==> src/hw/rtl/cmtrr_pkg.sv <==
// shared widths, register indexes and reset values for the colour mask row run block
`timescale 1ns / 1ps

package cmtrr_pkg;

  localparam int unsigned PIX_W   = 8;
  localparam int unsigned BOUND_W = 9;
  localparam int unsigned CNT_W   = 11;
  localparam int unsigned IDX_W   = 3;

  localparam logic [CNT_W-1:0] CNT_MAX = {CNT_W{1'b1}};

  typedef logic [BOUND_W-1:0] bound_t;
  typedef logic [CNT_W-1:0]   cnt_t;
  typedef logic [IDX_W-1:0]   reg_idx_t;

  localparam reg_idx_t REG_HUE_LOW  = 3'd0;
  localparam reg_idx_t REG_HUE_HIGH = 3'd1;
  localparam reg_idx_t REG_SAT_LOW  = 3'd2;
  localparam reg_idx_t REG_SAT_HIGH = 3'd3;
  localparam reg_idx_t REG_VAL_LOW  = 3'd4;
  localparam reg_idx_t REG_VAL_HIGH = 3'd5;
  localparam reg_idx_t REG_MIN_ROW  = 3'd6;

  localparam bound_t RST_HUE_LOW  = 9'd90;
  localparam bound_t RST_HUE_HIGH = 9'd110;
  localparam bound_t RST_SAT_LOW  = 9'd220;
  localparam bound_t RST_SAT_HIGH = 9'd256;
  localparam bound_t RST_VAL_LOW  = 9'd160;
  localparam bound_t RST_VAL_HIGH = 9'd255;
  localparam cnt_t   RST_MIN_ROW  = 11'd10;

  function automatic cnt_t sat_inc(input cnt_t v);
    return (v == CNT_MAX) ? CNT_MAX : cnt_t'(v + 1'b1);
  endfunction

endpackage

==> src/hw/rtl/color_mask_tallest_row_run.sv <==
// top level: hsv colour mask, per-row marked count and longest run of significant rows
`timescale 1ns / 1ps

// Pixels enter in raster order on the in_ channel, one word per cycle, with row_end on
// the last pixel of a row and frame_end on the last pixel of a frame (it also ends the
// row). A word is taken at a clock edge with in_valid high and in_stall low.
// Each pixel is registered, then the window compares, the row count, the run counter
// and the longest-run compare are done combinationally from that register. Only a
// frame_end pixel gives a result: one tallest_run word on the out_ channel, moved
// from the pixel register into the output register. Throughput is one pixel per
// cycle while in_stall is low; the only loop updates the row, run and longest counters.
// The result sits in an output register; while it waits under out_stall, pixels keep
// flowing until the next frame_end pixel reaches the pipeline register, where it holds
// and in_stall is raised.
// The cfg_ channel writes one window bound or the row threshold per word (index 0..6,
// other indexes ignored); cfg_ready is always high. Writes are meant for idle periods.
// Synchronous reset loads the default windows and threshold, clears the counters and
// empties the pipeline; no clearing pass is needed.
module color_mask_tallest_row_run (
  input  logic                                clk,
  input  logic                                rst_n,
  input  logic                                in_valid,
  output logic                                in_stall,
  input  logic [cmtrr_pkg::PIX_W-1:0]         in_hue,
  input  logic [cmtrr_pkg::PIX_W-1:0]         in_saturation,
  input  logic [cmtrr_pkg::PIX_W-1:0]         in_brightness,
  input  logic                                in_row_end,
  input  logic                                in_frame_end,
  output logic                                out_valid,
  input  logic                                out_stall,
  output logic [cmtrr_pkg::CNT_W-1:0]         out_tallest_run,
  input  logic                                cfg_valid,
  output logic                                cfg_ready,
  input  logic [cmtrr_pkg::IDX_W-1:0]         cfg_index,
  input  logic [cmtrr_pkg::CNT_W-1:0]         cfg_data
);

  cmtrr_pkg::bound_t hue_low_r, hue_high_r, sat_low_r, sat_high_r, val_low_r, val_high_r;
  cmtrr_pkg::cnt_t   min_row_r;

  logic                          s1_valid_r;
  logic [cmtrr_pkg::PIX_W-1:0]   s1_hue_r, s1_sat_r, s1_val_r;
  logic                          s1_row_end_r, s1_frame_r;

  cmtrr_pkg::cnt_t row_cnt_r, row_cnt_nxt;
  cmtrr_pkg::cnt_t run_r, run_nxt;
  cmtrr_pkg::cnt_t longest_r, longest_nxt;

  logic            out_valid_r;
  cmtrr_pkg::cnt_t out_run_r;

  logic            out_free, s1_adv, in_acc;
  logic            mark, row_done, significant;
  cmtrr_pkg::cnt_t cnt_incl, run_inc, longest_upd;

  assign cfg_ready = 1'b1;

  // configuration registers
  always_ff @(posedge clk) begin
    if (!rst_n) begin
      hue_low_r  <= cmtrr_pkg::RST_HUE_LOW;
      hue_high_r <= cmtrr_pkg::RST_HUE_HIGH;
      sat_low_r  <= cmtrr_pkg::RST_SAT_LOW;
      sat_high_r <= cmtrr_pkg::RST_SAT_HIGH;
      val_low_r  <= cmtrr_pkg::RST_VAL_LOW;
      val_high_r <= cmtrr_pkg::RST_VAL_HIGH;
      min_row_r  <= cmtrr_pkg::RST_MIN_ROW;
    end else if (cfg_valid && cfg_ready) begin
      unique case (cfg_index)
        cmtrr_pkg::REG_HUE_LOW:  hue_low_r  <= cfg_data[cmtrr_pkg::BOUND_W-1:0];
        cmtrr_pkg::REG_HUE_HIGH: hue_high_r <= cfg_data[cmtrr_pkg::BOUND_W-1:0];
        cmtrr_pkg::REG_SAT_LOW:  sat_low_r  <= cfg_data[cmtrr_pkg::BOUND_W-1:0];
        cmtrr_pkg::REG_SAT_HIGH: sat_high_r <= cfg_data[cmtrr_pkg::BOUND_W-1:0];
        cmtrr_pkg::REG_VAL_LOW:  val_low_r  <= cfg_data[cmtrr_pkg::BOUND_W-1:0];
        cmtrr_pkg::REG_VAL_HIGH: val_high_r <= cfg_data[cmtrr_pkg::BOUND_W-1:0];
        cmtrr_pkg::REG_MIN_ROW:  min_row_r  <= cfg_data;
        default: ;
      endcase
    end
  end

  // handshake
  assign out_free  = !out_valid_r || !out_stall;
  assign s1_adv    = s1_valid_r && (!s1_frame_r || out_free);
  assign in_stall  = s1_valid_r && !s1_adv;
  assign in_acc    = in_valid && !in_stall;
  assign out_valid = out_valid_r;
  assign out_tallest_run = out_run_r;

  // pixel register
  always_ff @(posedge clk) begin
    if (!rst_n) begin
      s1_valid_r <= 1'b0;
    end else if (!in_stall) begin
      s1_valid_r <= in_valid;
    end
  end

  always_ff @(posedge clk) begin
    if (in_acc) begin
      s1_hue_r     <= in_hue;
      s1_sat_r     <= in_saturation;
      s1_val_r     <= in_brightness;
      s1_row_end_r <= in_row_end;
      s1_frame_r   <= in_frame_end;
    end
  end

  // mask, row count and run tracking
  always_comb begin
    mark = ({1'b0, s1_hue_r} >= hue_low_r) && ({1'b0, s1_hue_r} <= hue_high_r) &&
           ({1'b0, s1_sat_r} >= sat_low_r) && ({1'b0, s1_sat_r} <= sat_high_r) &&
           ({1'b0, s1_val_r} >= val_low_r) && ({1'b0, s1_val_r} <= val_high_r);
    cnt_incl    = mark ? cmtrr_pkg::sat_inc(row_cnt_r) : row_cnt_r;
    row_done    = s1_row_end_r || s1_frame_r;
    significant = cnt_incl >= min_row_r;
    run_inc     = cmtrr_pkg::sat_inc(run_r);
    longest_upd = (run_inc > longest_r) ? run_inc : longest_r;

    row_cnt_nxt = cnt_incl;
    run_nxt     = run_r;
    longest_nxt = longest_r;
    if (row_done) begin
      row_cnt_nxt = '0;
      if (significant) begin
        run_nxt     = run_inc;
        longest_nxt = longest_upd;
      end else begin
        run_nxt = '0;
      end
    end
    if (s1_frame_r) begin
      run_nxt     = '0;
      longest_nxt = '0;
    end
  end

  always_ff @(posedge clk) begin
    if (!rst_n) begin
      row_cnt_r <= '0;
      run_r     <= '0;
      longest_r <= '0;
    end else if (s1_adv) begin
      row_cnt_r <= row_cnt_nxt;
      run_r     <= run_nxt;
      longest_r <= longest_nxt;
    end
  end

  // result register
  always_ff @(posedge clk) begin
    if (!rst_n) begin
      out_valid_r <= 1'b0;
    end else if (out_free) begin
      out_valid_r <= s1_adv && s1_frame_r;
    end
  end

  always_ff @(posedge clk) begin
    if (s1_adv && s1_frame_r) begin
      out_run_r <= (row_done && significant) ? longest_upd : longest_r;
    end
  end

  a_frame_gives_word: assert property (@(posedge clk) disable iff (!rst_n)
    (s1_adv && s1_frame_r) |=> out_valid_r)
    else $error("frame end word not loaded into result register");

  a_stall_only_on_frame: assert property (@(posedge clk) disable iff (!rst_n)
    in_stall |-> (s1_valid_r && s1_frame_r && out_valid_r && out_stall))
    else $error("input stalled without a blocked frame end word");

  a_frame_clears_state: assert property (@(posedge clk) disable iff (!rst_n)
    (s1_adv && s1_frame_r) |=> (row_cnt_r == '0 && run_r == '0 && longest_r == '0))
    else $error("state not cleared after frame end");

  a_run_within_longest: assert property (@(posedge clk) disable iff (!rst_n)
    s1_valid_r |-> (run_r <= longest_r))
    else $error("current run exceeds longest run");

endmodule

==> config.mk <==
export PLATFORM = sky130hd
export DESIGN_NAME = color_mask_tallest_row_run
export DESIGN_NICKNAME = d
export VERILOG_FILES = /design/src/hw/rtl/cmtrr_pkg.sv /design/src/hw/rtl/color_mask_tallest_row_run.sv
export SDC_FILE = /design/constraint.sdc
export NUM_CORES = 1
export LEC_CHECK = 0
export CELL_PAD_IN_SITES_DETAIL_PLACEMENT = 1
export CELL_PAD_IN_SITES_GLOBAL_PLACEMENT = 1
export CORE_UTILIZATION = 45
export DETAILED_ROUTE_END_ITERATION = 12
export DONT_BUFFER_PORTS = 1
export GPL_ROUTABILITY_DRIVEN = 0
export PLACE_DENSITY = 0.77
export SKIP_LAST_GASP = 1
export SLEW_MARGIN = 0
export SYNTH_ARGS = -nofsm -noshare
export SYNTH_HDL_FRONTEND = slang
export SYNTH_SLANG_ARGS = --single-unit
==> constraint.sdc <==
create_clock -name clk -period 5.2 [get_ports clk]
set_input_delay 0.52 -clock clk [delete_from_list [all_inputs] [get_ports clk]]
set_output_delay 0.52 -clock clk [all_outputs]
set_load 0.02 [all_outputs]
After elaboration in Yosys (flattened, before gate mapping):

Cells that the tools add are included.

* output and inout port bits: 14
* RAM bits: 0
* input port bits: 45
* bits in latches: 0
* register bits: 137
* logic and storage cells: 78
* bits in read-only memories: 0
* memories kept: 0

* magnitude comparators: 8
* shift operators: 0
* div/mod/pow operators: 0
* multiply operators: 0
* bitwise gates (word level): 0
* muxes and demuxes: 12
* $add $sub $neg: 2
* equal/unequal tests: 8
* reductions and logical operators: 30

Operators with widths (number)
* $mux W11: 12
* $ge A8 B9 Y1: 3
* $le A8 B9 Y1: 3
* $add A11 B1 Y11 const B: 2
* $eq A11 B11 Y1 const B: 2
* $reduce_and A2 Y1: 8
* $ge A11 B11 Y1: 1
* $gt A11 B11 Y1: 1
* $logic_and A1 B1 Y1: 10
* $eq A3 B3 Y1 const B: 3
* $eq A3 B2 Y1 const B: 2
* $logic_not A1 Y1: 5
* $reduce_bool A2 Y1: 2
* $eq A3 B1 Y1 const B: 1
* $logic_not A3 Y1: 1
* $logic_or A1 B1 Y1: 3
* $reduce_and A3 Y1: 1

Depth between registers and ports, before layout:

Gate-level depths: netlist of run 1.

* depth after elaboration: 11
* gate-level depth with buffers: 19
* gate-level depth less buffers: 17

Worst setup path after synthesis of run 1:

OpenSTA, ideal clock, no wires.

* path type: register to register
* start: reg s1_sat_r[7] (netlist name)
* end: reg out_run_r[1], in the netlist out_tallest_run[1], data pin
* data required time: 4.940 ns
* path buffers: 2
* library setup time: 0.260 ns
* period minus slack after synthesis: 4.335 ns
* arrival time: 4.075 ns
* cell stages (with the launch flop): 18
* path slack: 0.865 ns
* cell sequence: edfxtp_1 ha_1 a21oi_2 nor4b_2 a221o_1 o211ai_1 or4_4 buf_6 nor2_1 mux2_1 ha_1 a21oi_1 o21ai_1 a2111oi_2 nor3_1 nand3b_1 buf_2 mux2_2

* cells in the longest elaborated chain, start to end: 9
* elaborated cells between the ends (all ways): 10
* classes of those cells: order compare: 3; mux: 2; reduce/logical: 5

Ends and longest elaborated chain
* from (decl): line color_mask_tallest_row_run.sv:42 `logic [cmtrr_pkg::PIX_W-1:0] s1_hue_r, s1_sat_r, s1_val_r;`
* from (signal assigned): line color_mask_tallest_row_run.sv:102 `s1_sat_r <= in_saturation;`
* $ge A8 B9 Y1: line color_mask_tallest_row_run.sv:112 `({1'b0, s1_sat_r} >= sat_low_r) && ({1'b0, s1_sat_r} <= sat_high_r) &&`
* $logic_and A1 B1 Y1: line color_mask_tallest_row_run.sv:111 `mark = ({1'b0, s1_hue_r} >= hue_low_r) && ({1'b0, s1_hue_r} <= hue_high_r) &&`
* $logic_and A1 B1 Y1 * (2 in series): line color_mask_tallest_row_run.sv:112
* $logic_and A1 B1 Y1 *: line color_mask_tallest_row_run.sv:113 `({1'b0, s1_val_r} >= val_low_r) && ({1'b0, s1_val_r} <= val_high_r);`
* $mux W11 *: line color_mask_tallest_row_run.sv:114 `cnt_incl = mark ? cmtrr_pkg::sat_inc(row_cnt_r) : row_cnt_r;`
* $ge A11 B11 Y1 *: line color_mask_tallest_row_run.sv:116 `significant = cnt_incl >= min_row_r;`
* $logic_and A1 B1 Y1 *: line color_mask_tallest_row_run.sv:161 `out_run_r <= (row_done && significant) ? longest_upd : longest_r;`
* $mux W11 *: line color_mask_tallest_row_run.sv:161
* to (signal assigned): line color_mask_tallest_row_run.sv:161
* to (decl): line color_mask_tallest_row_run.sv:50 `cmtrr_pkg::cnt_t out_run_r;`

Every way passes the cells marked *; elsewhere a longest branch is shown, timed or not.
A chain may end at the register's enable or synchronous reset.

Final worst setup path of run 1:

* start: reg s1_val_r[2] (netlist name)
* end: reg run_r[5]

* cells in the longest elaborated chain, start to end: 8
* elaborated cells between the ends (all ways): 9
* classes of those cells: order compare: 3; mux: 4; reduce/logical: 2

Ends and longest elaborated chain
* from (decl): line color_mask_tallest_row_run.sv:42
* from (signal assigned): line color_mask_tallest_row_run.sv:103 `s1_val_r <= in_brightness;`
* $ge A8 B9 Y1: line color_mask_tallest_row_run.sv:113
* $logic_and A1 B1 Y1: line color_mask_tallest_row_run.sv:112
* $logic_and A1 B1 Y1 *: line color_mask_tallest_row_run.sv:113
* $mux W11 *: line color_mask_tallest_row_run.sv:114
* $ge A11 B11 Y1 *: line color_mask_tallest_row_run.sv:116
* $mux W11 *: line color_mask_tallest_row_run.sv:125 `if (significant) begin`
* $mux W11 *: line color_mask_tallest_row_run.sv:123 `if (row_done) begin`
* $mux W11 *: line color_mask_tallest_row_run.sv:132 `if (s1_frame_r) begin`
* to (signal assigned): line color_mask_tallest_row_run.sv:145 `run_r <= run_nxt;`
* to (decl): line color_mask_tallest_row_run.sv:46 `cmtrr_pkg::cnt_t run_r, run_nxt;`

Every way passes the cells marked *; elsewhere a longest branch is shown, timed or not. The select of a mux whose other input is x is not followed.

==> flow_summary.json, run 1 <==
{
  "synthCells": 772,
  "cts.path.max_buffers": 2,
  "wl_um": 19270,
  "viasPerCell": 5.780,
  "synth.most_common_cell": "nand2_1",
  "setup-tns-final_ns": 0,
  "rsz0062_at_grt": "false",
  "grt_max_degree": 78,
  "routedWlPerCell_um": 19.43,
  "final_cell_count_no_fill": 992,
  "die_h_um": 128.4,
  "synth.largest_area_cell": "dfxtp_1",
  "drt_pass1_iterations": 7,
  "async_flop_share": 0,
  "diodes": 0,
  "critPathKind": "reg -> reg",
  "root_buffer": "clkbuf_16",
  "clk_pin_slew_worst_paths_ns": 0.06,
  "end_kind": "flop",
  "cp.required_ns": 5.57,
  "port_buffers": 0,
  "nets": 885,
  "fin_crit_sh": 0.9404,
  "drv_slew": 0,
  "track_usage": 0.2499,
  "total_power_mw": 2.507,
  "maxSlewHeadroom": 0.03727,
  "io_pins": 59,
  "leakage_nw": 3.209,
  "rows": 45,
  "syn_to_final_growth_pct": 11.14,
  "cp_max_fo": 21,
  "synth_top_area_frac": 0.2786,
  "min_path_type": "in -> reg",
  "cts_buffers": 17,
  "hpwl_um": 13490,
  "arrival_ns": 5.26,
  "irDropWorstVdd_mv": 0.2236,
  "worstMarginPinSlew_ns": 1.433,
  "cts_tree": "done",
  "ys.flop_type": "dfxtp_1",
  "ys_warn_count": 0,
  "p_per_area_mw_per_mm2": 313.8,
  "grt-ovfl-total": 0,
  "postRouteAntennaNets": 0,
  "whs_ns": 0.1804,
  "avgSynthCellArea_um2": 9.309,
  "start_util": 0.4676,
  "synth_edf_count": 37,
  "setup_violations": 0,
  "vias": 5734,
  "dp_cells": 959,
  "synth_area_leaders": "dfxtp_1 (28%), edfxtp_1 (15%), ha_1 (13%), nand2_1 (7.4%), a21boi_0 (4.1%)",
  "drt_iter0_drc": 250,
  "die_area_mm2": 0.01648,
  "grt_pass1_wl_um": 31190,
  "synth_seq_cells": 137,
  "clkLatencyLatePin_ns": 0.43,
  "grt_pass1_vias": 6141,
  "antenna_found_initial": 0,
  "finalHoldViolCount": 0,
  "startpoint_type": "flop",
  "syn_nets": 889,
  "core_mm2": 0.01537,
  "netlist_area_mm2": 0.007187,
  "layout-drive-gt1-share": 0.07554,
  "htree_levels": 4,
  "die-width_um": 128.4,
  "skew_ns": 0.008338,
  "setup_ws_ns": 0.3097,
  "max_freq_mhz": 204.5,
  "drcViolationCount": 0,
  "cap_violations": 0,
  "status": "finished, final reports clean",
  "synth_cell_types": 65,
  "fill_cells": 1739,
  "place_ws_ns": 0.1834,
  "yosysSeqAreaShare": 0.4331,
  "yosys-top-cells-count": "nand2_1 (142), dfxtp_1 (100), inv_1 (73), ha_1 (72), a21boi_0 (39)",
  "fin_crit_ns": 4.890,
  "cts.sinks": 137
}
## through the flow
step | util | instance area (um2)
after floorplan | - | 7187
after global placement | 0.4790 | 7362
after detailed placement | 0.4790 | 7362
after CTS | 0.5183 | 7966
final | 0.5197 | 7988
after global routing | 0.5197 | 7988
## layout by cell type, fill, tap and decap left out, types with 4 or more instances in the layout
cell type	count
nand2b_1	10
mux2_2	10
xor2_1	4
inv_1	73
a31oi_1	9
nand2_1	142
a21oi_1	25
and3_1	5
a22o_1	20
o21ai_0	7
nor2b_1	7
a21boi_0	39
nand3_1	28
edfxtp_1	37
buf_4	4
dfxtp_1	100
mux2_1	5
a21o_1	7
nand4_1	9
nor3_1	8
nor4_1	4
o211ai_1	29
clkbuf_16	19
o21a_1	12
ha_1	72
nor2_1	23
## area by class of cell
cell class / instances / area [um2] / area share
Clock buffer: 23 / 520.5 / 0.06516
Tap cell: 211 / 264.0 / 0.03305
Sequential cell: 137 / 3113 / 0.3897
Multi-Input combinational cell: 534 / 3682 / 0.4610
Clock inverter: 9 / 83.83 / 0.01049
Timing Repair Buffer: 5 / 50.05 / 0.006266
Inverter: 73 / 274.0 / 0.03430
## report_power, final
group | switching, mW | internal, mW
sequential | 0.0199 | 1.13
clock | 0.479 | 0.753
combinational | 0.0786 | 0.0510
total | 0.578 | 1.93
## flip-flops by register name, summed over array words and instances (netlist names)
signal / count
s1_hue_r: 8
out_valid: 1
s1_val_r: 8
s1_valid_r: 1
s1_frame_r: 1
run_r: 11
sat_high_r: 9
min_row_r: 11
val_low_r: 9
row_cnt_r: 11
s1_sat_r: 8
s1_row_end_r: 1
sat_low_r: 9
out_tallest_run: 11
hue_high_r: 9
val_high_r: 9
hue_low_r: 9
longest_r: 11
## final timing paths
check / start / end / slack [ns] / depth (start not counted)
worst max-delay path: s1_val_r[2] / run_r[5] / 0.31 / 16
worst min-delay path: in_saturation[7] / s1_sat_r[7] / 0.18 / 0
worst min register to register: sat_high_r[8] / sat_high_r[8] / 0.46 / 2
worst max register to register: s1_val_r[2] / run_r[5] / 0.31 / 16
## kinds of logic (layout without fill, tap and decap cells)
family | Yosys count | after routing | share of synthesized area
AND/OR/NAND/NOR | 256 | 256 | 0.1652
AO/OA/AOI/OAI | 183 | 183 | 0.1880
flip-flops | 137 | 137 | 0.4331
buffers and inverters | 101 | 110 | 0.05571
adder cells (fa/ha/maj) | 72 | 72 | 0.1253
multiplexers | 15 | 15 | 0.02350
XOR/XNOR | 7 | 7 | 0.008531
other | 1 | 1 | 0.0005218
## repair_timing
action,4_1_cts,5_1_grt
setup endpoints to repair,0,21
resized for setup,0,1
hold buffers,0,0
buffers inserted,0,1
endpoints found under the hold margin,0,0
## critical path, cell delays in order, from the launching register on
cell	delay [ns]
edfxtp_1	0.40
ha_1	0.33
a21oi_1	0.17
a211oi_1	0.10
a2111oi_1	0.44
o311ai_1	0.18
nor3_2	0.19
buf_4	0.29
a31oi_1	0.12
a21oi_1	0.22
ha_1	0.22
o21ai_1	0.08
nand2b_1	0.07
a21oi_1	0.11
or4b_1	0.53
nor3_1	1.10
a22o_1	0.26
## routing by layer
metal | part of all wire | global-route usage | up-vias | wire (um)
li1 | - | - | 2731 | -
met1 | 0.42 | 0.2875 | 2830 | 8185
met2 | 0.50 | 0.4388 | 127 | 9678
met3 | 0.041 | 0.05447 | 46 | 795
met4 | 0.032 | 0.1239 | 0 | 613
met5 | 0 | 0 | - | 0
Power figures use the tool's default switching activity.
==> run 2, diff against run 1 <==
--- a/config.mk
+++ b/config.mk
@@ -8,6 +8,7 @@
 export CELL_PAD_IN_SITES_DETAIL_PLACEMENT = 1
 export CELL_PAD_IN_SITES_GLOBAL_PLACEMENT = 1
 export CORE_UTILIZATION = 45
+export CTS_BUF_LIST = sky130_fd_sc_hd__clkbuf_16
 export DETAILED_ROUTE_END_ITERATION = 12
 export DONT_BUFFER_PORTS = 1
 export GPL_ROUTABILITY_DRIVEN = 0
==> run 2 against run 1 <==
Hold slack got worse by 0.00078 ns. Sequential power about the same. Global-route usage increased by 0.23 points. Critical path type unchanged.
==> flow_summary.json, run 2 (synthesis results as in run 1) <==
{
  "cts_tree": "done",
  "grt_max_degree": 78,
  "max_freq_mhz": 204.7,
  "p_per_area_mw_per_mm2": 309.3,
  "layout_commonest_cell": "nand2_1",
  "track_usage": 0.2522,
  "clkPwrFrac": 0.481,
  "critPathLaunch": "s1_val_r[2]",
  "arrival_ns": 5.25,
  "root_buffer": "clkbuf_16",
  "postRouteAntennaNets": 0,
  "drt_iter0_drc": 289,
  "max_stage_delay_ns": 1.07,
  "status": "finished, final reports clean",
  "finalHoldViolCount": 0,
  "grt_pass1_wl_um": 31510,
  "crit_top_cell": "a21oi_1",
  "drt_pass1_iterations": 4,
  "end_kind": "flop",
  "die_h_um": 128.4,
  "min_from": "in_saturation[7]",
  "port_buffers": 0,
  "cp.required_ns": 5.56,
  "grt-ovfl-total": 0,
  "clk_pin_slew_worst_paths_ns": 0.06,
  "worstMarginPinSlew_ns": 1.391,
  "total_power_mw": 2.461,
  "cts.sinks": 137,
  "crit_slowest_cell": "nor3_1",
  "maxSlewHeadroom": 0.06573,
  "path_cells": "ha_1 > a21oi_1 > a211oi_1 > a2111oi_1 > o311ai_1 > nor3_2 > buf_4 > a31oi_1 > a21oi_1 > ha_1 > o21ai_1 > nand2b_1 > a21oi_1 > or4b_1 > nor3_1 > a22o_1",
  "skew_ns": 0.01360,
  "drv_slew": 0,
  "start_util": 0.4676,
  "pwr-share-seq": 0.465,
  "wl_um": 19640,
  "hold_buffers": 0,
  "p_comb_frac": 0.053,
  "antenna_found_initial": 0,
  "fin_crit_ns": 4.885,
  "p_switching_uw": 577.8,
  "htree_levels": 4,
  "internal_power_mw": 1.883,
  "viasPerCell": 5.828,
  "cap_violations": 0,
  "critPathKind": "reg -> reg",
  "reg2reg_from": "s1_val_r[2]",
  "startpoint_type": "flop",
  "min_path_type": "in -> reg",
  "nets": 885,
  "die-width_um": 128.4,
  "core_mm2": 0.01537,
  "syn_to_final_growth_pct": 10.72,
  "clkLatencyLatePin_ns": 0.43,
  "die_area_mm2": 0.01648,
  "rows": 45,
  "layout_common_cells": "nand2_1 (142), dfxtp_1 (100), inv_1 (74)",
  "leakage_nw": 3.196,
  "setup_violations": 0,
  "layout-drive-gt1-share": 0.07170,
  "rsz0062_at_grt": "false",
  "setup-tns-final_ns": 0,
  "irDropWorstVdd_mv": 0.2429,
  "cp_max_fo": 21,
  "hpwl_um": 13490,
  "fin_crit_sh": 0.9394,
  "p_sw_frac": 0.2348,
  "io_pins": 59,
  "grt_pass1_vias": 6132,
  "cts_buffers": 17,
  "routedWlPerCell_um": 19.79,
  "diodes": 0,
  "r2r_slack_ns": 0.32,
  "drcViolationCount": 0,
  "vias": 5781,
  "cts.path.max_buffers": 2
}
==> run 2: cell types whose count changed in the layout (fill, tap and decap cells not counted), sizes merged <==
cell | before | now
clkinv | 4 | 7
clkbuf | 23 | 19
inv | 75 | 76
==> run 2: through the flow <==
stage | worst slack (ns) | instances | instance area, um2 | utilization | hold slack, ns
3_3_place_gp | 0.3260 | 959 | 7362 | 0.4790 | 0.4503
3_5_place_dp | 0.1834 | 959 | 7362 | 0.4790 | 0.4479
5_1_grt | 0.04784 | 992 | 7958 | 0.5177 | 0.1644
6_report | 0.3152 | 992 | 7958 | 0.5177 | 0.1796
2_1_floorplan | 0.8648 | 772 | 7187 | - | 0.4349
4_1_cts | 0.1059 | 991 | 7936 | 0.5163 | 0.1719
==> run 2: power by group through the flow <==
stage	registers, mW	clock network (mW)	logic (mW)
6_report	1.15	1.18	0.132
3_5_place_dp	1.17	0	0.127
3_3_place_gp	1.17	0	0.119
5_1_grt	1.15	1.25	0.147
2_1_floorplan	1.16	0	0.102
4_1_cts	1.15	1.20	0.132
==> run 2: layout make-up <==
class,count,area [um2]
fillers,1743,7413
multi-input cells,534,3682
flip-flops and latches,137,3113
clock buffers,19,475.5
inverters,73,274.0
well taps,211,264.0
clock inverters,13,98.84
repair buffers,5,50.05
==> run 2: metal layers <==
metal / part of all wire / GRT usage / vias up / wire, um
met3: 0.043 / 0.05863 / 37 / 838
li1: - / - / 2733 / -
met2: 0.51 / 0.4483 / 138 / 9983
met1: 0.42 / 0.2914 / 2873 / 8304
met4: 0.026 / 0.1038 / 0 / 508
met5: 0 / 0 / - / 0
==> run 2: path summary, 6_finish.rpt <==
check / end / cells after the start
hold reg to reg: sat_high_r[8] / 2
hold / removal: s1_sat_r[7] / 0
setup reg to reg: run_r[5] / 16
setup / recovery: run_r[5] / 16
==> run 2: repair_timing <==
action,4_1_cts,5_1_grt
buffers inserted,0,1
gates resized for setup,0,1
setup endpoints to repair,0,21
==> run 2: critical path, delay by kind of cell, from the launching register on <==
| kind | cells | cell delay (ns) |
|---|---|---|
| AO/OA/AOI/OAI | 9 | 1.72 |
| adder cells (fa/ha/maj) | 2 | 0.55 |
| buffers and inverters | 1 | 0.29 |
| flip-flops | 1 | 0.40 |
| AND/OR/NAND/NOR | 4 | 1.86 |
==> run 3, diff against run 2 <==
--- a/config.mk
+++ b/config.mk
@@ -5,14 +5,15 @@
 export SDC_FILE = /design/constraint.sdc
 export NUM_CORES = 1
 export LEC_CHECK = 0
+export ABC_AREA = 1
+export BUFFER_PORTS_ARGS = -buffer_cell sky130_fd_sc_hd__clkbuf_2
 export CELL_PAD_IN_SITES_DETAIL_PLACEMENT = 1
 export CELL_PAD_IN_SITES_GLOBAL_PLACEMENT = 1
 export CORE_UTILIZATION = 45
 export CTS_BUF_LIST = sky130_fd_sc_hd__clkbuf_16
 export DETAILED_ROUTE_END_ITERATION = 12
-export DONT_BUFFER_PORTS = 1
 export GPL_ROUTABILITY_DRIVEN = 0
-export PLACE_DENSITY = 0.77
+export PLACE_DENSITY = 0.83
 export SKIP_LAST_GASP = 1
 export SLEW_MARGIN = 0
 export SYNTH_ARGS = -nofsm -noshare
==> run 3 against run 2 <==
Die area rose by 4.6%. Setup slack improved by 0.36 ns. Area after synthesis rose by 4.6%. Largest cell class unchanged. Largest power group is now registers.
==> flow_summary.json, run 3 <==
{
  "wl_um": 20490,
  "cts_resized": 0,
  "cts_tree": "done",
  "cp.required_ns": 5.55,
  "finalHoldViolCount": 0,
  "fin_crit_ns": 4.527,
  "final_cell_count_no_fill": 1229,
  "startpoint_type": "flop",
  "fill_cells": 2002,
  "synth_area_leaders": "dfxtp_1 (27%), edfxtp_1 (15%), ha_1 (12%), nand2_1 (10%), inv_1 (6.9%)",
  "worstMarginPinSlew_ns": 1.145,
  "synth_cell_types": 47,
  "arrival_ns": 4.88,
  "vias": 6537,
  "clkLatencyLatePin_ns": 0.43,
  "grt-ovfl-total": 0,
  "skew_ns": 0.01202,
  "drv_slew": 0,
  "die-width_um": 131.3,
  "status": "finished, final reports clean",
  "diodes": 0,
  "routedWlPerCell_um": 16.67,
  "yosys.area_share.adder": 0.1198,
  "crit_slowest_cell": "o21ai_1",
  "synth_seq_cells": 137,
  "grt_pass1_wl_um": 33890,
  "grt_pass1_vias": 6887,
  "die_h_um": 131.3,
  "path_cells": "ha_1 > nand2_1 > nor2_1 > nand4_1 > nand2_1 > nand3_1 > nor2_2 > nand3_2 > nand2_1 > and2_1 > ha_1 > a21oi_1 > nor2_1 > a211oi_1 > nand4_1 > o21ai_1 > nand2_1 > a21oi_2",
  "postRouteAntennaNets": 0,
  "synth-simple-area-share": 0.2253,
  "max_stage_delay_ns": 0.83,
  "cap_violations": 0,
  "synth.largest_area_cell": "dfxtp_1",
  "synth_edf_count": 37,
  "end_kind": "flop",
  "drt_pass1_iterations": 4,
  "antenna_found_initial": 0,
  "irDropWorstVdd_mv": 0.2344,
  "max_freq_mhz": 220.9,
  "crit_top_cell": "nand2_1",
  "port_buffers": 57,
  "setup-tns-final_ns": 0,
  "synthCells": 949,
  "hpwl_um": 14180,
  "io_pins": 59,
  "root_buffer": "clkbuf_16",
  "start_util": 0.4667,
  "syn_to_final_growth_pct": 13.03,
  "core_mm2": 0.01612,
  "async_flop_share": 0,
  "cts_buffers": 17,
  "cp_max_fo": 12,
  "layout-drive-gt1-share": 0.1244,
  "synth.most_common_cell": "nand2_1",
  "die_area_mm2": 0.01723,
  "grtUsageMet2": 0.4306,
  "synth_compound_area_frac": 0.1444,
  "dp_cells": 1197,
  "netlist_area_mm2": 0.007521,
  "htree_levels": 4,
  "syn_nets": 1066,
  "cts.sinks": 137,
  "leakage_nw": 3.903,
  "yosys-top-cells-count": "nand2_1 (205), inv_1 (138), dfxtp_1 (100), a21oi_1 (72), ha_1 (72)",
  "nets": 1117,
  "r2r_slack_ns": 0.67,
  "layout_commonest_cell": "nand2_1",
  "critPathBufInv": 0,
  "grt_util_met3": 0.04823,
  "rows": 46,
  "setup_violations": 0,
  "critPathKind": "reg -> reg",
  "drcViolationCount": 0,
  "min_path_type": "in -> reg",
  "synth_top_family_by_area": "simple AND/OR/NAND/NOR gates",
  "rsz0062_at_grt": "false",
  "synth_top_area_frac": 0.2662,
  "track_usage": 0.2487,
  "drt_iter0_drc": 338,
  "muxShareOfSynthArea": 0,
  "cts_setup_buffers": 0,
  "p_per_area_mw_per_mm2": 292.7,
  "clk_pin_slew_worst_paths_ns": 0.06,
  "ys_warn_count": 0,
  "maxSlewHeadroom": 0.2339,
  "grt_max_degree": 45,
  "yosysSeqAreaShare": 0.4139,
  "ys.flop_type": "dfxtp_1",
  "viasPerCell": 5.319,
  "synth_xor_area_frac": 0.006987,
  "cp_top_family": "simple AND/OR/NAND/NOR gates",
  "layout_common_cells": "nand2_1 (205), inv_1 (139), dfxtp_1 (100)",
  "fin_crit_sh": 0.8706,
  "hold_buffers": 0,
  "cts.path.max_buffers": 2,
  "avgSynthCellArea_um2": 7.925,
  "grt_use_met1": 0.3023,
  "busiest_layer": "met2"
}
==> run 3: cell types whose count changed after synthesis, sizes merged, moves of 11 or more <==
cell / before / now
inv: 73 / 141
nand4: 9 / 26
a21boi: 39 / 1
o21a: 12 / 1
nand2: 142 / 211
o21ai: 11 / 73
nor2: 23 / 60
mux2: 15 / 0
nand3: 28 / 48
a22o: 20 / 0
a21oi: 26 / 79
==> run 3: kinds of logic (layout without fill, tap and decap cells) <==
group,Yosys count,after routing
AOI/OAI and AO/OA,191,191
adders and majority gates,72,72
and+or+nand+nor,372,372
xor gates and xnor gates,6,6
DFF,137,137
other,1,1
buffers and inverters,170,234
==> run 3: path summary, 6_finish.rpt <==
check	cells past startpoint	endpoint	from
min reg2reg	2	val_high_r[8]	val_high_r[8]
max	18	longest_r[2]	s1_hue_r[5]
min	1	s1_hue_r[3]	in_hue[3]
max reg2reg	18	longest_r[2]	s1_hue_r[5]
==> run 3: area by class of cell <==
class                   count  area (um2)  share of cell area
well taps                 216       270.3             0.03179
clock buffers              17       425.4             0.05004
clock inverters            15       111.4             0.01310
inverters                 142       533.0             0.06270
repair buffers             60       307.8             0.03621
flip-flops and latches    137        3113              0.3662
multi-input cells         642        3740              0.4399
==> run 3: metal layers <==
metal  vias to the layer above  share of wire  wire length (um)
li1                       3258              -                 -
met1                      3130           0.45              9250
met2                       116           0.49              9998
met3                        33          0.040               825
met4                         0          0.020               412
met5                         -              0                 0
==> run 3: stage by stage <==
stage | worst slack [ns] | hold WS [ns] | power, mW | area [um2] | utilization
2_1_floorplan | 1.969 | 0.4301 | 1.299 | 7521 | -
3_3_place_gp | 0.9926 | 0.4487 | 1.368 | 7964 | 0.4942
3_5_place_dp | 0.8122 | 0.4518 | 1.377 | 7964 | 0.4942
4_1_cts | 0.6920 | 0.2498 | 2.506 | 8501 | 0.5275
5_1_grt | 0.3516 | 0.2496 | 2.581 | 8501 | 0.5275
6_report | 0.6731 | 0.2604 | 2.488 | 8501 | 0.5275
==> run 3: report_power, final <==
| part | leakage [nW] | total [mW] | switching, mW | internal [mW] |
|---|---|---|---|---|
| combinational | 2.46 | 0.215 | 0.146 | 0.0690 |
| clock | 0.266 | 1.13 | 0.483 | 0.647 |
| sequential | 1.17 | 1.14 | 0.0144 | 1.13 |
==> run 3: worst register-to-register path: cells and delay by family, from the launching register on <==
kind	cells	cell delay, ns
AO/OA/AOI/OAI	4	1.34
flip-flops	1	0.41
adder cells (fa/ha/maj)	2	0.57
AND/OR/NAND/NOR	12	2.12
